## config.mk

```make
export PLATFORM = sky130hd
export DESIGN_NAME = lru_key_slot_directory_top
export DESIGN_NICKNAME = d
export VERILOG_FILES = /design/src/hdl/lksd_pkg.sv /design/src/hdl/lksd_ram.sv /design/src/hdl/lksd_match.sv /design/src/hdl/lru_key_slot_directory_top.sv
export SDC_FILE = /design/constraint.sdc
export NUM_CORES = 1
export LEC_CHECK = 0
export ABC_CLOCK_PERIOD_IN_PS = 4800
export BUFFER_PORTS_ARGS = -buffer_cell sky130_fd_sc_hd__buf_4
export CORE_ASPECT_RATIO = 1.1
export CORE_MARGIN = 2
export CORE_UTILIZATION = 36
export DETAILED_ROUTE_END_ITERATION = 6
export SLEW_MARGIN = 25
export SYNTH_ARGS = -nofsm -noshare
export SYNTH_HDL_FRONTEND = slang
export SYNTH_HIERARCHICAL = 1
export SYNTH_SLANG_ARGS = --single-unit
```

## constraint.sdc

```tcl
create_clock -name clk -period 4.8 [get_ports clk]
set_input_delay 1.44 -clock clk [delete_from_list [all_inputs] [get_ports clk]]
set_output_delay 1.44 -clock clk [all_outputs]
set_load 0.01 [all_outputs]
```

## src/hdl/lksd_pkg.sv

```systemverilog
// shared types and constants for the key slot directory
package lksd_pkg;

  localparam int KEY_W  = 8;
  localparam int SLOT_W = 3;
  localparam int FREQ_W = 16;

  // request kinds
  localparam logic KIND_LEARN  = 1'b0;
  localparam logic KIND_LOOKUP = 1'b1;

  // reset value of the reserved key register
  localparam logic [KEY_W-1:0] RESERVED_KEY_RST = 8'hFF;

  // one directory entry as held in the table ram
  typedef struct packed {
    logic [KEY_W-1:0]  key;
    logic [SLOT_W-1:0] slot;
    logic [FREQ_W-1:0] freq;
  } entry_t;

  localparam int ENTRY_W = $bits(entry_t);

  // verdict of the shared compare unit for the entry under test
  typedef struct packed {
    logic valid;
    logic hit;
  } match_t;

endpackage

```

## src/hdl/lksd_ram.sv

```systemverilog
// generic single write port ram with registered read
module lksd_ram #(
  parameter int WIDTH = 8,
  parameter int DEPTH = 8
) (
  input  logic                     clk,
  input  logic                     wr_en,
  input  logic [$clog2(DEPTH)-1:0] wr_addr,
  input  logic [WIDTH-1:0]         wr_data,
  input  logic                     rd_en,
  input  logic [$clog2(DEPTH)-1:0] rd_addr,
  output logic [WIDTH-1:0]         rd_data
);

  logic [WIDTH-1:0] mem_r [DEPTH];
  logic [WIDTH-1:0] rd_data_r;

  // write port
  always_ff @(posedge clk) begin
    if (wr_en) begin
      mem_r[wr_addr] <= wr_data;
    end
  end

  // registered read port
  always_ff @(posedge clk) begin
    if (rd_en) begin
      rd_data_r <= mem_r[rd_addr];
    end
  end

  assign rd_data = rd_data_r;

endmodule

```

## src/hdl/lksd_match.sv

```systemverilog
// shared compare unit: checks one entry against the request key
module lksd_match #(
  parameter int IDX_W = 3,
  parameter int CNT_W = 4
) (
  input  logic [IDX_W-1:0]          idx,
  input  logic [CNT_W-1:0]          count,
  input  logic [lksd_pkg::KEY_W-1:0] req_key,
  input  lksd_pkg::entry_t          entry,
  output lksd_pkg::match_t          result
);

  logic [CNT_W-1:0] idx_ext;

  // entries below the fill count hold written data
  assign idx_ext       = CNT_W'(idx);
  assign result.valid  = (idx_ext < count);
  assign result.hit    = result.valid && (entry.key == req_key);

endmodule

```

## src/hdl/lru_key_slot_directory_top.sv

```systemverilog
// most-recent-first key directory with slot assignment, top level
//
//  channel | direction | handshake           | beat
//  in_     | input     | in_valid / in_stall | kind, key, frequency
//  out_    | output    | out_valid/out_stall | accepted, found, slot, entry_frequency
//  cfg_    | input     | cfg_valid/cfg_ready | reserved key write data
//
// one item at a time; the table ram gives one entry per cycle to the compare unit
// lookup: compare walk, then result state; learn: compare walk, front write, then
// result state; rejected learn: straight to the result state
// synchronous active-low reset empties the table at once through the fill count
// a result waits in the output register while out_stall is high; the block holds
// in_stall high until its result has moved into that register
module lru_key_slot_directory_top #(
  parameter int ENTRIES = 8
) (
  input  logic                          clk,
  input  logic                          rst_n,
  // request channel
  input  logic                          in_valid,
  output logic                          in_stall,
  input  logic                          in_kind,
  input  logic [lksd_pkg::KEY_W-1:0]    in_key,
  input  logic [lksd_pkg::FREQ_W-1:0]   in_frequency,
  // result channel
  output logic                          out_valid,
  input  logic                          out_stall,
  output logic                          out_accepted,
  output logic                          out_found,
  output logic [lksd_pkg::SLOT_W-1:0]   out_slot,
  output logic [lksd_pkg::FREQ_W-1:0]   out_entry_frequency,
  // configuration channel
  input  logic                          cfg_valid,
  output logic                          cfg_ready,
  input  logic [lksd_pkg::KEY_W-1:0]    cfg_data
);

  localparam int IDX_W = $clog2(ENTRIES);
  localparam int CNT_W = $clog2(ENTRIES + 1);
  localparam logic [IDX_W-1:0] LAST_IDX = IDX_W'(ENTRIES - 1);
  localparam logic [CNT_W-1:0] FULL_CNT = CNT_W'(ENTRIES);

  localparam logic [1:0] ST_IDLE = 2'd0;
  localparam logic [1:0] ST_CMP  = 2'd1;
  localparam logic [1:0] ST_WR0  = 2'd2;
  localparam logic [1:0] ST_RES  = 2'd3;

  logic [1:0]                   state_r, state_nxt;
  logic [IDX_W-1:0]             idx_r, idx_nxt;
  logic [CNT_W-1:0]             count_r, count_nxt;
  logic [lksd_pkg::KEY_W-1:0]   reserved_key_r;
  logic                         op_kind_r;
  logic [lksd_pkg::KEY_W-1:0]   op_key_r;
  logic [lksd_pkg::FREQ_W-1:0]  op_freq_r;
  lksd_pkg::entry_t             carry_r, carry_nxt;
  logic [lksd_pkg::SLOT_W-1:0]  new_slot_r, new_slot_nxt;
  logic                         found_r, found_nxt;
  logic                         res_acc_r, res_acc_nxt;
  logic                         res_found_r, res_found_nxt;
  logic [lksd_pkg::SLOT_W-1:0]  res_slot_r, res_slot_nxt;
  logic [lksd_pkg::FREQ_W-1:0]  res_freq_r, res_freq_nxt;
  logic                         out_valid_r;
  logic                         out_acc_r, out_found_r;
  logic [lksd_pkg::SLOT_W-1:0]  out_slot_r;
  logic [lksd_pkg::FREQ_W-1:0]  out_freq_r;

  logic                         in_take, out_load;
  logic [IDX_W-1:0]             idx_inc;
  logic                         wr_en;
  logic [IDX_W-1:0]             wr_addr;
  lksd_pkg::entry_t             wr_data;
  logic [IDX_W-1:0]             rd_addr;
  lksd_pkg::entry_t             rd_entry;
  logic [lksd_pkg::ENTRY_W-1:0] rd_bits;
  lksd_pkg::match_t             match;

  // handshakes
  assign in_stall  = (state_r != ST_IDLE);
  assign in_take   = in_valid && !in_stall;
  assign cfg_ready = (state_r == ST_IDLE);
  assign out_load  = (state_r == ST_RES) && (!out_valid_r || !out_stall);
  assign idx_inc   = idx_r + 1'b1;

  // table ram and shared compare unit
  assign rd_addr  = (state_r == ST_CMP) ? idx_inc : '0;
  assign rd_entry = lksd_pkg::entry_t'(rd_bits);

  lksd_ram #(
    .WIDTH (lksd_pkg::ENTRY_W),
    .DEPTH (ENTRIES)
  ) u_table (
    .clk     (clk),
    .wr_en   (wr_en),
    .wr_addr (wr_addr),
    .wr_data (wr_data),
    .rd_en   (1'b1),
    .rd_addr (rd_addr),
    .rd_data (rd_bits)
  );

  lksd_match #(
    .IDX_W (IDX_W),
    .CNT_W (CNT_W)
  ) u_match (
    .idx     (idx_r),
    .count   (count_r),
    .req_key (op_key_r),
    .entry   (rd_entry),
    .result  (match)
  );

  // sequencer
  always_comb begin
    state_nxt     = state_r;
    idx_nxt       = idx_r;
    count_nxt     = count_r;
    carry_nxt     = carry_r;
    new_slot_nxt  = new_slot_r;
    found_nxt     = found_r;
    res_acc_nxt   = res_acc_r;
    res_found_nxt = res_found_r;
    res_slot_nxt  = res_slot_r;
    res_freq_nxt  = res_freq_r;
    wr_en         = 1'b0;
    wr_addr       = idx_r;
    wr_data       = carry_r;
    unique case (state_r)
      ST_IDLE: begin
        if (in_take) begin
          idx_nxt       = '0;
          found_nxt     = 1'b0;
          res_acc_nxt   = 1'b0;
          res_found_nxt = 1'b0;
          res_slot_nxt  = '0;
          res_freq_nxt  = '0;
          if ((in_kind == lksd_pkg::KIND_LEARN) && (in_key == reserved_key_r)) begin
            state_nxt = ST_RES;
          end else begin
            state_nxt = ST_CMP;
          end
        end
      end
      ST_CMP: begin
        if (op_kind_r == lksd_pkg::KIND_LOOKUP) begin
          if (match.hit) begin
            res_acc_nxt   = 1'b1;
            res_found_nxt = 1'b1;
            res_slot_nxt  = rd_entry.slot;
            res_freq_nxt  = rd_entry.freq;
            state_nxt     = ST_RES;
          end else if (!match.valid || (idx_r == LAST_IDX)) begin
            state_nxt = ST_RES;
          end else begin
            idx_nxt = idx_inc;
          end
        end else begin
          // shift the carried entry down one place; the front is written last
          wr_en = (idx_r != '0);
          if (!match.valid) begin
            count_nxt    = count_r + 1'b1;
            new_slot_nxt = lksd_pkg::SLOT_W'(idx_r);
            state_nxt    = ST_WR0;
          end else if (match.hit) begin
            found_nxt    = 1'b1;
            new_slot_nxt = rd_entry.slot;
            state_nxt    = ST_WR0;
          end else begin
            new_slot_nxt = rd_entry.slot;
            carry_nxt    = rd_entry;
            if (idx_r == LAST_IDX) begin
              state_nxt = ST_WR0;
            end else begin
              idx_nxt = idx_inc;
            end
          end
        end
      end
      ST_WR0: begin
        wr_en         = 1'b1;
        wr_addr       = '0;
        wr_data.key   = op_key_r;
        wr_data.slot  = new_slot_r;
        wr_data.freq  = op_freq_r;
        res_acc_nxt   = 1'b1;
        res_found_nxt = found_r;
        res_slot_nxt  = new_slot_r;
        res_freq_nxt  = op_freq_r;
        state_nxt     = ST_RES;
      end
      ST_RES: begin
        if (out_load) begin
          state_nxt = ST_IDLE;
        end
      end
      default: begin
        state_nxt = ST_IDLE;
      end
    endcase
  end

  // control registers
  always_ff @(posedge clk) begin
    if (!rst_n) begin
      state_r        <= ST_IDLE;
      count_r        <= '0;
      reserved_key_r <= lksd_pkg::RESERVED_KEY_RST;
      out_valid_r    <= 1'b0;
    end else begin
      state_r <= state_nxt;
      count_r <= count_nxt;
      if (cfg_valid && cfg_ready) begin
        reserved_key_r <= cfg_data;
      end
      if (out_load) begin
        out_valid_r <= 1'b1;
      end else if (!out_stall) begin
        out_valid_r <= 1'b0;
      end
    end
  end

  // request and working registers
  always_ff @(posedge clk) begin
    if (in_take) begin
      op_kind_r    <= in_kind;
      op_key_r     <= in_key;
      op_freq_r    <= in_frequency;
    end
    idx_r       <= idx_nxt;
    carry_r     <= carry_nxt;
    new_slot_r  <= new_slot_nxt;
    found_r     <= found_nxt;
    res_acc_r   <= res_acc_nxt;
    res_found_r <= res_found_nxt;
    res_slot_r  <= res_slot_nxt;
    res_freq_r  <= res_freq_nxt;
  end

  // output register
  always_ff @(posedge clk) begin
    if (out_load) begin
      out_acc_r   <= res_acc_r;
      out_found_r <= res_found_r;
      out_slot_r  <= res_slot_r;
      out_freq_r  <= res_freq_r;
    end
  end

  assign out_valid           = out_valid_r;
  assign out_accepted        = out_acc_r;
  assign out_found           = out_found_r;
  assign out_slot            = out_slot_r;
  assign out_entry_frequency = out_freq_r;

  // fill count never passes the table depth
  a_count_bound: assert property (@(posedge clk) disable iff (!rst_n)
    count_r <= FULL_CNT)
    else $error("fill count beyond table depth");

  // the fill count only grows, one entry per learn step
  a_count_step: assert property (@(posedge clk) disable iff (!rst_n)
    $past(rst_n) && (count_r != $past(count_r)) |->
      (count_r == $past(count_r) + 1'b1) && ($past(state_r) == ST_CMP))
    else $error("fill count moved outside a learn step");

  // the walk index stays inside the table
  a_idx_range: assert property (@(posedge clk) disable iff (!rst_n)
    (state_r == ST_CMP) |-> (idx_r <= LAST_IDX))
    else $error("walk index out of range");

  // a key reported as present is always a stored or hit result
  a_found_acc: assert property (@(posedge clk) disable iff (!rst_n)
    out_valid_r && out_found_r |-> out_acc_r)
    else $error("found result without acceptance");

endmodule

```

==> flow_metrics.tcl, run 1 <==
set metrics [dict create \
    status "completed" \
    skew_ns 0.01433 \
    end_kind "output pin" \
    start_util_pct 36.55 \
    clock_latency_ns 0.52 \
    vdd_drop_max_mv 0.3495 \
    synth_cell_type_count 41 \
    slowest_delay_ns 0.38 \
    diodes 0 \
    worst_r2r_path_depth 8 \
    hold_viol 0 \
    grt_pass1_vias 6747 \
    p_clk_share_pct 28.4 \
    synth_area_per_cell_um2 19.76 \
    slew_violations 0 \
    clock-sinks 359 \
    path_depth 4 \
    hold_class "reg2reg" \
    fin_util_pct 42.66 \
    die_w_um 192.0 \
    clkTransAtPathRegs_ns 0.06 \
    path_class "reg2out" \
    cts.hold.buffers_added 0 \
    cap_viol_max_count 0 \
    portBuffers 61 \
    cts_buffers 34 \
    cts_tree "yes" \
    routed_wl_mm 26.69 \
    drt_iter0_drc 367 \
    ys_warn_count 6 \
    track_usage_pct 13.49 \
    synth_edf_count 344 \
    synth_seq_cells 359 \
    tightest_slew_ns 0.9999 \
    hold_depth 0 \
    viasPerCell 4.896 \
    antenna_found_initial 0 \
    cts_resized 0 \
    min_period_ns 3.090 \
    cp.required_ns 3.36 \
    p_int_mw 6.688 \
    grt_pass1_wl_mm 40.65 \
    rows 75 \
    p_leak_nw 5.512 \
    drive_gt1_share_pct 21.63 \
    ys_seq_area_share_pct 75.97 \
    synth_most_common_cell "edfxtp_1" \
    core_um2 38290 \
    setup_viol 0 \
    drc_errors 0 \
    synth-async-reset-ratio_pct 0 \
    cellPowerDensity_nw_per_um2 566.8 \
    cts_root_buf "clkbuf_16" \
    die-area_um2 40470 \
    synth_top_area_cell "edfxtp_1" \
    dr.pass1.iters 4 \
    ys_top_cells_by_count "edfxtp_1, nand2_1, mux4_1" \
    post-cts-setup-buffers 0 \
    crit_arrival_ns 1.65 \
    final_nets 872 \
    fin_crit_sh_pct 64.39 \
    synthTopCellsByArea "edfxtp_1, mux4_1, mux2_2" \
    path_cells "inv_1 -> ha_1 -> inv_1 -> buf_4" \
    timing.fmax_mhz 323.6 \
    cpLargestDelayFamily "buffers and inverters" \
    combPwrFrac_pct 23.2 \
    syn-cell-area_um2 13990 \
    place.gp.congestion 0.7146 \
    grt_max_degree 48 \
    cp_num_buf_inv 3 \
    ios 62 \
    crit_top_cell "inv_1" \
    detail-route-antenna-nets 0 \
    h-tree-depth 2 \
    tns_ns 0 \
    rsz0062_at_grt "false" \
    clk_path_buf_depth 3 \
    hpwl_mm 16.05 \
    r2r_setup_slack_ns 1.74 \
    pwr-share-seq_pct 48.4 \
    via_count 6590 \
    swShare_pct 27.75 \
    syn_inst 708 \
    p_switching_mw 2.569 \
    wl_per_cell_um 19.83 \
    die_h_um 210.8 \
    ys.flop_type "edfxtp_1" \
    grt_overflow 0 \
    synth_top_area_share_pct 73.82 \
    setup.worst_path.start_class "flip-flop" \
    area.growth.synth_to_final_pct 16.71 \
    critical_path.max_fanout 7 \
    slew_headroom_pct 32.63 \
    critPathSlowestCell "ha_1" \
]
[state kept, by name (all words and copies together) (netlist names), 8 cells and up]
| register | cells |
|---|---|
| res_freq_r | 16 |
| out_entry_frequency | 16 |
| op_freq_r | 16 |
| reserved_key_r | 8 |
| carry_r | 27 |
| u_table/rd_data | 27 |
| u_table/mem_r | 216 |
| op_key_r | 8 |
[metal layers]
layer  GRT usage (%)  share of wire [%]  up-vias
met4           3.764                1.8        0
met2           22.41                 49      137
met5               0                  0        -
met1           18.21                 45     3404
li1                -                  -     3014
met3           2.525                4.6       35
[layout by cell type, fill, tap and decap left out, drive strengths merged, types with 2 or more instances in the layout]
cell / count
a21boi: 20
a21oi: 6
xnor2: 2
and2: 5
mux4: 54
xor2: 17
dfxtp: 15
clkbuf: 43
o21ai: 23
nand3: 8
bufinv: 3
buf: 81
nand2: 61
nor2: 12
conb: 27
clkinv: 12
ha: 12
nor4: 3
inv: 30
mux2: 36
nand2b: 5
a211oi: 3
edfxtp: 344
nor3: 4
nor2b: 7
[per-stage QoR]
step / instances / setup WS, ns / hold slack (ns) / total power [mW] / area, µm²
final: 1346 / 1.710 / 0.4196 / 9.257 / 16330
after global routing: 1346 / 1.498 / 0.4237 / 9.705 / 16330
after CTS: 1345 / 1.654 / 0.4199 / 9.356 / 16320
after detailed placement: 1285 / 1.780 / 0.4054 / 6.704 / 15240
after global placement: 1285 / 1.820 / 0.4015 / 6.651 / 15230
after floorplan: 734 / 1.161 / 0.4003 / 5.994 / 14090
[path summary, 6_finish.rpt]
path | startpoint | endpoint
worst min register to register | res_freq_r[7] | out_entry_frequency[7]
worst min-delay path | res_freq_r[7] | out_entry_frequency[7]
worst max-delay path | state_r[0] | in_stall
worst max register to register | state_r[1] | u_table/mem_r[2][0]
[power groups by stage]
stage	combinational, mW	clock (mW)	sequential, mW
finish	2.14	2.63	4.48
global placement	2.12	0	4.54
CTS	2.17	2.70	4.49
floorplan	1.50	0	4.49
global route	2.36	2.82	4.53
detailed placement	2.15	0	4.55
[logic make-up (layout without fill, tap and decap cells)]
logic type / after synthesis / count (layout) / share of synthesized area, %
multiplexers: 91 / 91 / 13.11
other: 1 / 27 / 0.02680
adder cells (fa/ha/maj): 12 / 12 / 1.073
flip-flops: 359 / 359 / 75.97
buffers and inverters: 57 / 169 / 1.949
AND/OR/NAND/NOR: 112 / 112 / 3.907
AO/OA/AOI/OAI: 57 / 57 / 2.781
XOR/XNOR: 19 / 19 / 1.189
[cell type report]
cell class,count,area (µm²)
Timing Repair Buffer,81,636.9
Fill cell,3355,21950
Clock buffer,43,915.9
Inverter,28,105.1
Sequential cell,359,10630
Multi-Input combinational cell,318,3251
Tap cell,500,625.6
Clock inverter,17,167.7
[worst reg2reg max path, cell delays in order, from the launching register on]
cell	delay (ns)
dfxtp_1	0.37
inv_1	0.12
ha_1	0.32
nor2b_1	0.42
a21oi_1	0.13
nor2b_1	0.18
nand2b_1	0.18
nor2_2	0.50
buf_4	0.46
No activity file was read; power rests on OpenSTA's default activity.
==> run 2, diff against run 1 <==
--- a/config.mk
+++ b/config.mk
@@ -5,7 +5,8 @@
 export SDC_FILE = /design/constraint.sdc
 export NUM_CORES = 1
 export LEC_CHECK = 0
-export ABC_CLOCK_PERIOD_IN_PS = 4800
+export ABC_AREA = 1
+export ABC_CLOCK_PERIOD_IN_PS = 3000
 export BUFFER_PORTS_ARGS = -buffer_cell sky130_fd_sc_hd__buf_4
 export CORE_ASPECT_RATIO = 1.1
 export CORE_MARGIN = 2
==> constraint.sdc (replaced) <==
create_clock -name clk -period 3 [get_ports clk]
set_input_delay 0.9 -clock clk [delete_from_list [all_inputs] [get_ports clk]]
set_output_delay 0.9 -clock clk [all_outputs]
set_load 0.01 [all_outputs]
==> run 2 against run 1 <==
Compared with the run above: non-clock buffer count grew 16; combinational power grew 120%; sequential power grew 62%; final cell count grew 56%; highest routed layer unchanged.
==> flow_metrics.tcl, run 2 <==
set metrics [dict create \
    status "completed" \
    final_nets 1563 \
    rsz0062_at_grt "false" \
    p_leak_nw 7.537 \
    clock-sinks 359 \
    synth_seq_cells 359 \
    hpwl_mm 19.24 \
    ios 62 \
    grt_overflow 0 \
    drt_iter0_drc 664 \
    largest_reg_flops 216 \
    slew_headroom_pct 35.28 \
    post-cts-setup-buffers 0 \
    fin_crit_sh_pct 84.00 \
    hold_class "reg2reg" \
    area.growth.synth_to_final_pct 16.33 \
    skew_ns 0.01220 \
    cts.hold.buffers_added 0 \
    drive_gt1_share_pct 11.65 \
    ys_warn_count 6 \
    clock_latency_ns 0.53 \
    clk_path_buf_depth 3 \
    fin_util_pct 42.54 \
    tightest_slew_ns 0.9607 \
    ys.flop_type "edfxtp_1" \
    via_count 9398 \
    routed_wl_mm 32.64 \
    synth_compound_area_share_pct 2.208 \
    synth_cell_type_count 32 \
    synth_most_common_cell "nand2_1" \
    synth_top_area_share_pct 68.27 \
    grt_pass1_vias 9360 \
    timing.fmax_mhz 396.8 \
    synth_edf_count 344 \
    largest-register "u_table/mem_r" \
    cellPowerDensity_nw_per_um2 919.1 \
    die_w_um 199.5 \
    vdd_drop_max_mv 0.4928 \
    diodes 0 \
    synth_adder_area_share_pct 0.9922 \
    end_kind "output pin" \
    wl_per_cell_um 15.57 \
    syn_inst 1402 \
    path_class "reg2out" \
    synth-async-reset-ratio_pct 0 \
    place_area_um2 16490 \
    start_util_pct 36.57 \
    syn-cell-area_um2 15130 \
    tns_ns 0 \
    pre_cts_slack_ns 0.5053 \
    critical_path.max_fanout 5 \
    synth-simple-area-share_pct 16.51 \
    cts_buffers 38 \
    rows 78 \
    placed_cells 2033 \
    die-area_um2 43690 \
    dr.pass1.iters 5 \
    detail-route-antenna-nets 0 \
    synthMuxAreaShare_pct 0.5953 \
    setup_ws_ns 0.4799 \
    ys_top_cells_by_count "nand2_1, edfxtp_1, inv_1" \
    grt_max_degree 110 \
    drc_errors 0 \
    antenna_found_initial 0 \
    synth_top_area_cell "edfxtp_1" \
    cts_root_buf "clkbuf_16" \
    cap_viol_max_count 0 \
    synthXorXnorAreaFrac_pct 0.4630 \
    track_usage_pct 15.32 \
    finalInstanceArea_um2 17600 \
    h-tree-depth 2 \
    instances_no_fill 2096 \
    fill_cells 3960 \
    grt_pass1_wl_mm 51.06 \
    die_h_um 219.0 \
    viasPerCell 4.484 \
    crit_arrival_ns 1.62 \
    cp.required_ns 2.10 \
    core_um2 41380 \
    synthTopCellsByArea "edfxtp_1, nand2_1, inv_1" \
    final_common_cell "nand2_1" \
    ys_seq_area_share_pct 70.25 \
    cts_resized 0 \
    setup.worst_path.start_class "flip-flop" \
    synth_area_per_cell_um2 10.79 \
    setup_viol 0 \
    clkTransAtPathRegs_ns 0.06 \
    place.gp.congestion 0.7743 \
    cts_tree "yes" \
    min_period_ns 2.520 \
    portBuffers 61 \
    final_cell_mix "nand2_1, edfxtp_1, inv_1, nand3_1, buf_4" \
    slew_violations 0 \
    synth_top_family_by_area "simple AND/OR/NAND/NOR gates" \
    hold_viol 0 \
]
==> run 2: cell types whose count changed after synthesis, moves of 28 or more <==
cell     change
buf_2       +28
inv_1      +253
mux2_2      -28
mux4_1      -54
nand2_1    +396
nand3_1    +106
==> run 2: report_power, final <==
| part | total [mW] | switching [mW] | leakage, nW | internal (mW) |
|---|---|---|---|---|
| registers | 7.27 | 0.327 | 3.29 | 6.94 |
| logic | 4.64 | 3.32 | 3.70 | 1.31 |
| clock network | 4.28 | 1.80 | 0.547 | 2.47 |
| total | 16.2 | 5.45 | 7.54 | 10.7 |
==> run 2: layer usage <==
layer  track usage, %  wire [µm]  vias to the layer above
met5                0          0                        -
met4            4.568        792                        0
met3            2.674       1392                       52
met2            26.68      16030                      171
met1            19.44      14430                     4523
li1                 -          -                     4652
==> run 2: path summary, 6_finish.rpt <==
path	to	start	slack (ns)	cells after the start
max	in_stall	state_r[0]	0.48	4
min	out_entry_frequency[12]	res_freq_r[12]	0.42	0
max reg2reg	u_table/mem_r[1][9]	state_r[0]	0.60	4
min reg2reg	out_entry_frequency[12]	res_freq_r[12]	0.42	0
==> run 2: worst max-delay path, cell delays in order, from the launching register on <==
cell and delay, ns:
dfxtp_1 0.43, inv_1 0.14, ha_1 0.30, inv_1 0.12
buf_4 0.13
==> run 2: stage by stage <==
stage                     power [mW]  hold slack, ns
after global routing           17.17          0.4232
after CTS                      16.37          0.4194
after floorplan                10.34          0.4003
after detailed placement       12.06          0.4057
final                          16.18          0.4169
after global placement         11.96          0.4035
==> run 2: kinds of logic (layout without fill, tap and decap cells) <==
kind of cell | after synthesis | after routing
AO/OA/AOI/OAI | 62 | 62
multiplexers | 8 | 8
buffers and inverters | 339 | 447
other | 1 | 27
adder cells (fa/ha/maj) | 12 | 12
AND/OR/NAND/NOR | 613 | 613
XOR/XNOR | 8 | 8
flip-flops | 359 | 359
==> run 2: layout make-up <==
class                           instances  area, µm²  share of cell area [%]
Clock buffer                           53       1071                   6.084
Clock inverter                         10      43.79                  0.2488
Inverter                              287       1080                   6.134
Multi-Input combinational cell        730       3299                   18.74
Sequential cell                       359      10630                   60.39
Tap cell                              560      700.7                   3.980
Timing Repair Buffer                   97      778.2                   4.421
==> run 3, diff against run 2 <==
--- a/config.mk
+++ b/config.mk
@@ -5,8 +5,8 @@
 export SDC_FILE = /design/constraint.sdc
 export NUM_CORES = 1
 export LEC_CHECK = 0
-export ABC_AREA = 1
-export ABC_CLOCK_PERIOD_IN_PS = 3000
+export ABC_AREA = 0
+export ABC_CLOCK_PERIOD_IN_PS = 2150
 export BUFFER_PORTS_ARGS = -buffer_cell sky130_fd_sc_hd__buf_4
 export CORE_ASPECT_RATIO = 1.1
 export CORE_MARGIN = 2
==> constraint.sdc (replaced) <==
create_clock -name clk -period 2.15 [get_ports clk]
set_input_delay 0.645 -clock clk [delete_from_list [all_inputs] [get_ports clk]]
set_output_delay 0.645 -clock clk [all_outputs]
set_load 0.01 [all_outputs]
==> run 3 against run 2 <==
Compared with the run above: the run now ends with setup timing left; combinational power rose by 40%; sequential power grew 38%; cell area fell by 2.3%; routed wire length shrank 17%; critical endpoint is now u_table/rd_data[5]; largest cell class unchanged; highest routed layer unchanged.
==> flow_metrics.tcl, run 3 (synthesized netlist as in run 1, its figures left out) <==
set metrics [dict create \
    cts_root_buf "clkbuf_16" \
    r2r_start "idx_r[1]" \
    hold_class "in2reg" \
    antenna_found_initial 0 \
    setup.worst_path.start_class "flip-flop" \
    start_util_pct 36.55 \
    cts_buffers 34 \
    drc_errors 0 \
    dr.pass1.iters 4 \
    critPathSlowestCell "edfxtp_1" \
    hold_viol 0 \
    pre_cts_slack_ns -0.07975 \
    core_um2 38290 \
    via_count 6700 \
    vdd_drop_max_mv 0.8322 \
    viasPerCell 4.782 \
    final_cell_mix "edfxtp_1, buf_4, nand2_1, mux4_2, clkbuf_16" \
    cp.required_ns 2.41 \
    place.gp.congestion 0.7412 \
    setup_ws_ns -0.05015 \
    timing.fmax_mhz 454.5 \
    drt_iter0_drc 494 \
    diodes 0 \
    r2r_setup_slack_ns -0.05 \
    drive_gt1_share_pct 35.07 \
    fin_util_pct 44.93 \
    die_h_um 210.8 \
    final_nets 927 \
    largest-register "u_table/mem_r" \
    tightest_slew_ns 0.9602 \
    p_leak_nw 5.809 \
    hold_path_end "op_freq_r[15]" \
    path_cells "ha_2 -> ha_4 -> and2_4 -> buf_12 -> mux4_2 -> mux2_4" \
    die_w_um 192.0 \
    holdCritStartpoint "in_frequency[15]" \
    grt_pass1_vias 6978 \
    cap_viol_max_count 0 \
    portBuffers 61 \
    grt_overflow 0 \
    ios 62 \
    cp_num_buf_inv 1 \
    clock_latency_ns 0.52 \
    status "finished, violations left" \
    detail-route-antenna-nets 0 \
    setup_viol 50 \
    h-tree-depth 2 \
    clock-sinks 359 \
    cpLargestDelayFamily "multiplexers" \
    end_kind "flip-flop" \
    rsz0062_at_grt "true" \
    cellPowerDensity_nw_per_um2 1312 \
    routed_wl_mm 27.12 \
    clkTransAtPathRegs_ns 0.06 \
    worst_r2r_path_depth 6 \
    grt_max_degree 40 \
    largest_reg_flops 216 \
    cts.hold.buffers_added 0 \
    cts_tree "yes" \
    die-area_um2 40470 \
    wl_per_cell_um 19.36 \
    hpwl_mm 16.56 \
    path_class "reg2reg" \
    slew_headroom_pct 35.31 \
    crit_arrival_ns 2.46 \
    min_period_ns 2.200 \
    slowest_delay_ns 0.43 \
    whs_ns 0.3064 \
    slew_violations 0 \
    violations "setup timing" \
    tns_ns -1.354 \
    track_usage_pct 13.48 \
    final_common_cell "edfxtp_1" \
    critical_path.max_fanout 20 \
    rows 75 \
    finalInstanceArea_um2 17200 \
    worstReg2RegEnd "u_table/rd_data[5]" \
    fin_crit_sh_pct 102.3 \
    place_area_um2 15760 \
    fill_cells 3235 \
    skew_ns 0.01668 \
    clk_path_buf_depth 3 \
    hold_depth 1 \
    seqCellArea_um2 10640 \
    multi_input_area_um2 3273 \
    area.growth.synth_to_final_pct 22.94 \
    grt_pass1_wl_mm 40.72 \
]
## run 3: area by class of cell
class	instances	area share, %
timing repair buffer	136	8.305
multi-input combinational	318	19.03
inverter	28	0.6255
tap	500	3.636
sequential	359	61.83
clock buffer	39	5.113
clock inverter	21	1.469
## run 3: worst max path at each step
stage                              from              endpoint  slack, ns  depth (start not counted)
floorplan                      idx_r[1]             res_acc_r      -0.53                          5
global placement             state_r[1]  u_table/mem_r[2][25]      -0.05                          9
detailed placement             idx_r[1]              idx_r[0]      -0.08                          5
CTS                         op_key_r[3]         res_slot_r[0]      -0.04                          7
global route        u_table/rd_data[25]            state_r[0]      -0.11                          9
finish                         idx_r[1]    u_table/rd_data[5]      -0.05                          6
## run 3: timing repair
action / 4_1_cts / 5_1_grt
cloned: 1 / 3
resized for setup: 16 / 30
endpoints found under the hold margin: 0 / 0
pin swaps: 0 / 8
buffers inserted: 3 / 5
endpoints found under the setup margin: 121 / 208
## run 3: metal layers
metal  vias up  track usage [%]  wire length, µm
met2       114            23.23            13870
li1       3075                -                -
met4         0            4.106              522
met3        38            2.176              877
met5         -                0                0
met1      3473            17.51            11850
## run 3: worst reg2reg max path: stages (launching register included)
cell and delay (ns):
edfxtp_1 0.43, ha_2 0.22, ha_4 0.25, and2_4 0.25
buf_12 0.20, mux4_2 0.32, mux2_4 0.27
## run 3: per-stage QoR
step,power [mW],instances
after floorplan,13.88,734
after global placement,15.90,1330
after detailed placement,16.02,1330
after CTS,22.42,1393
after global routing,23.55,1401
final,22.56,1401
## run 3: power by group
part / leakage (nW) / internal, mW / switching (mW) / total [mW]
clock network: 0.541 / 3.56 / 2.49 / 6.05
registers: 3.29 / 9.59 / 0.416 / 10.0
logic: 1.98 / 3.19 / 3.31 / 6.50
total: 5.81 / 16.3 / 6.22 / 22.6
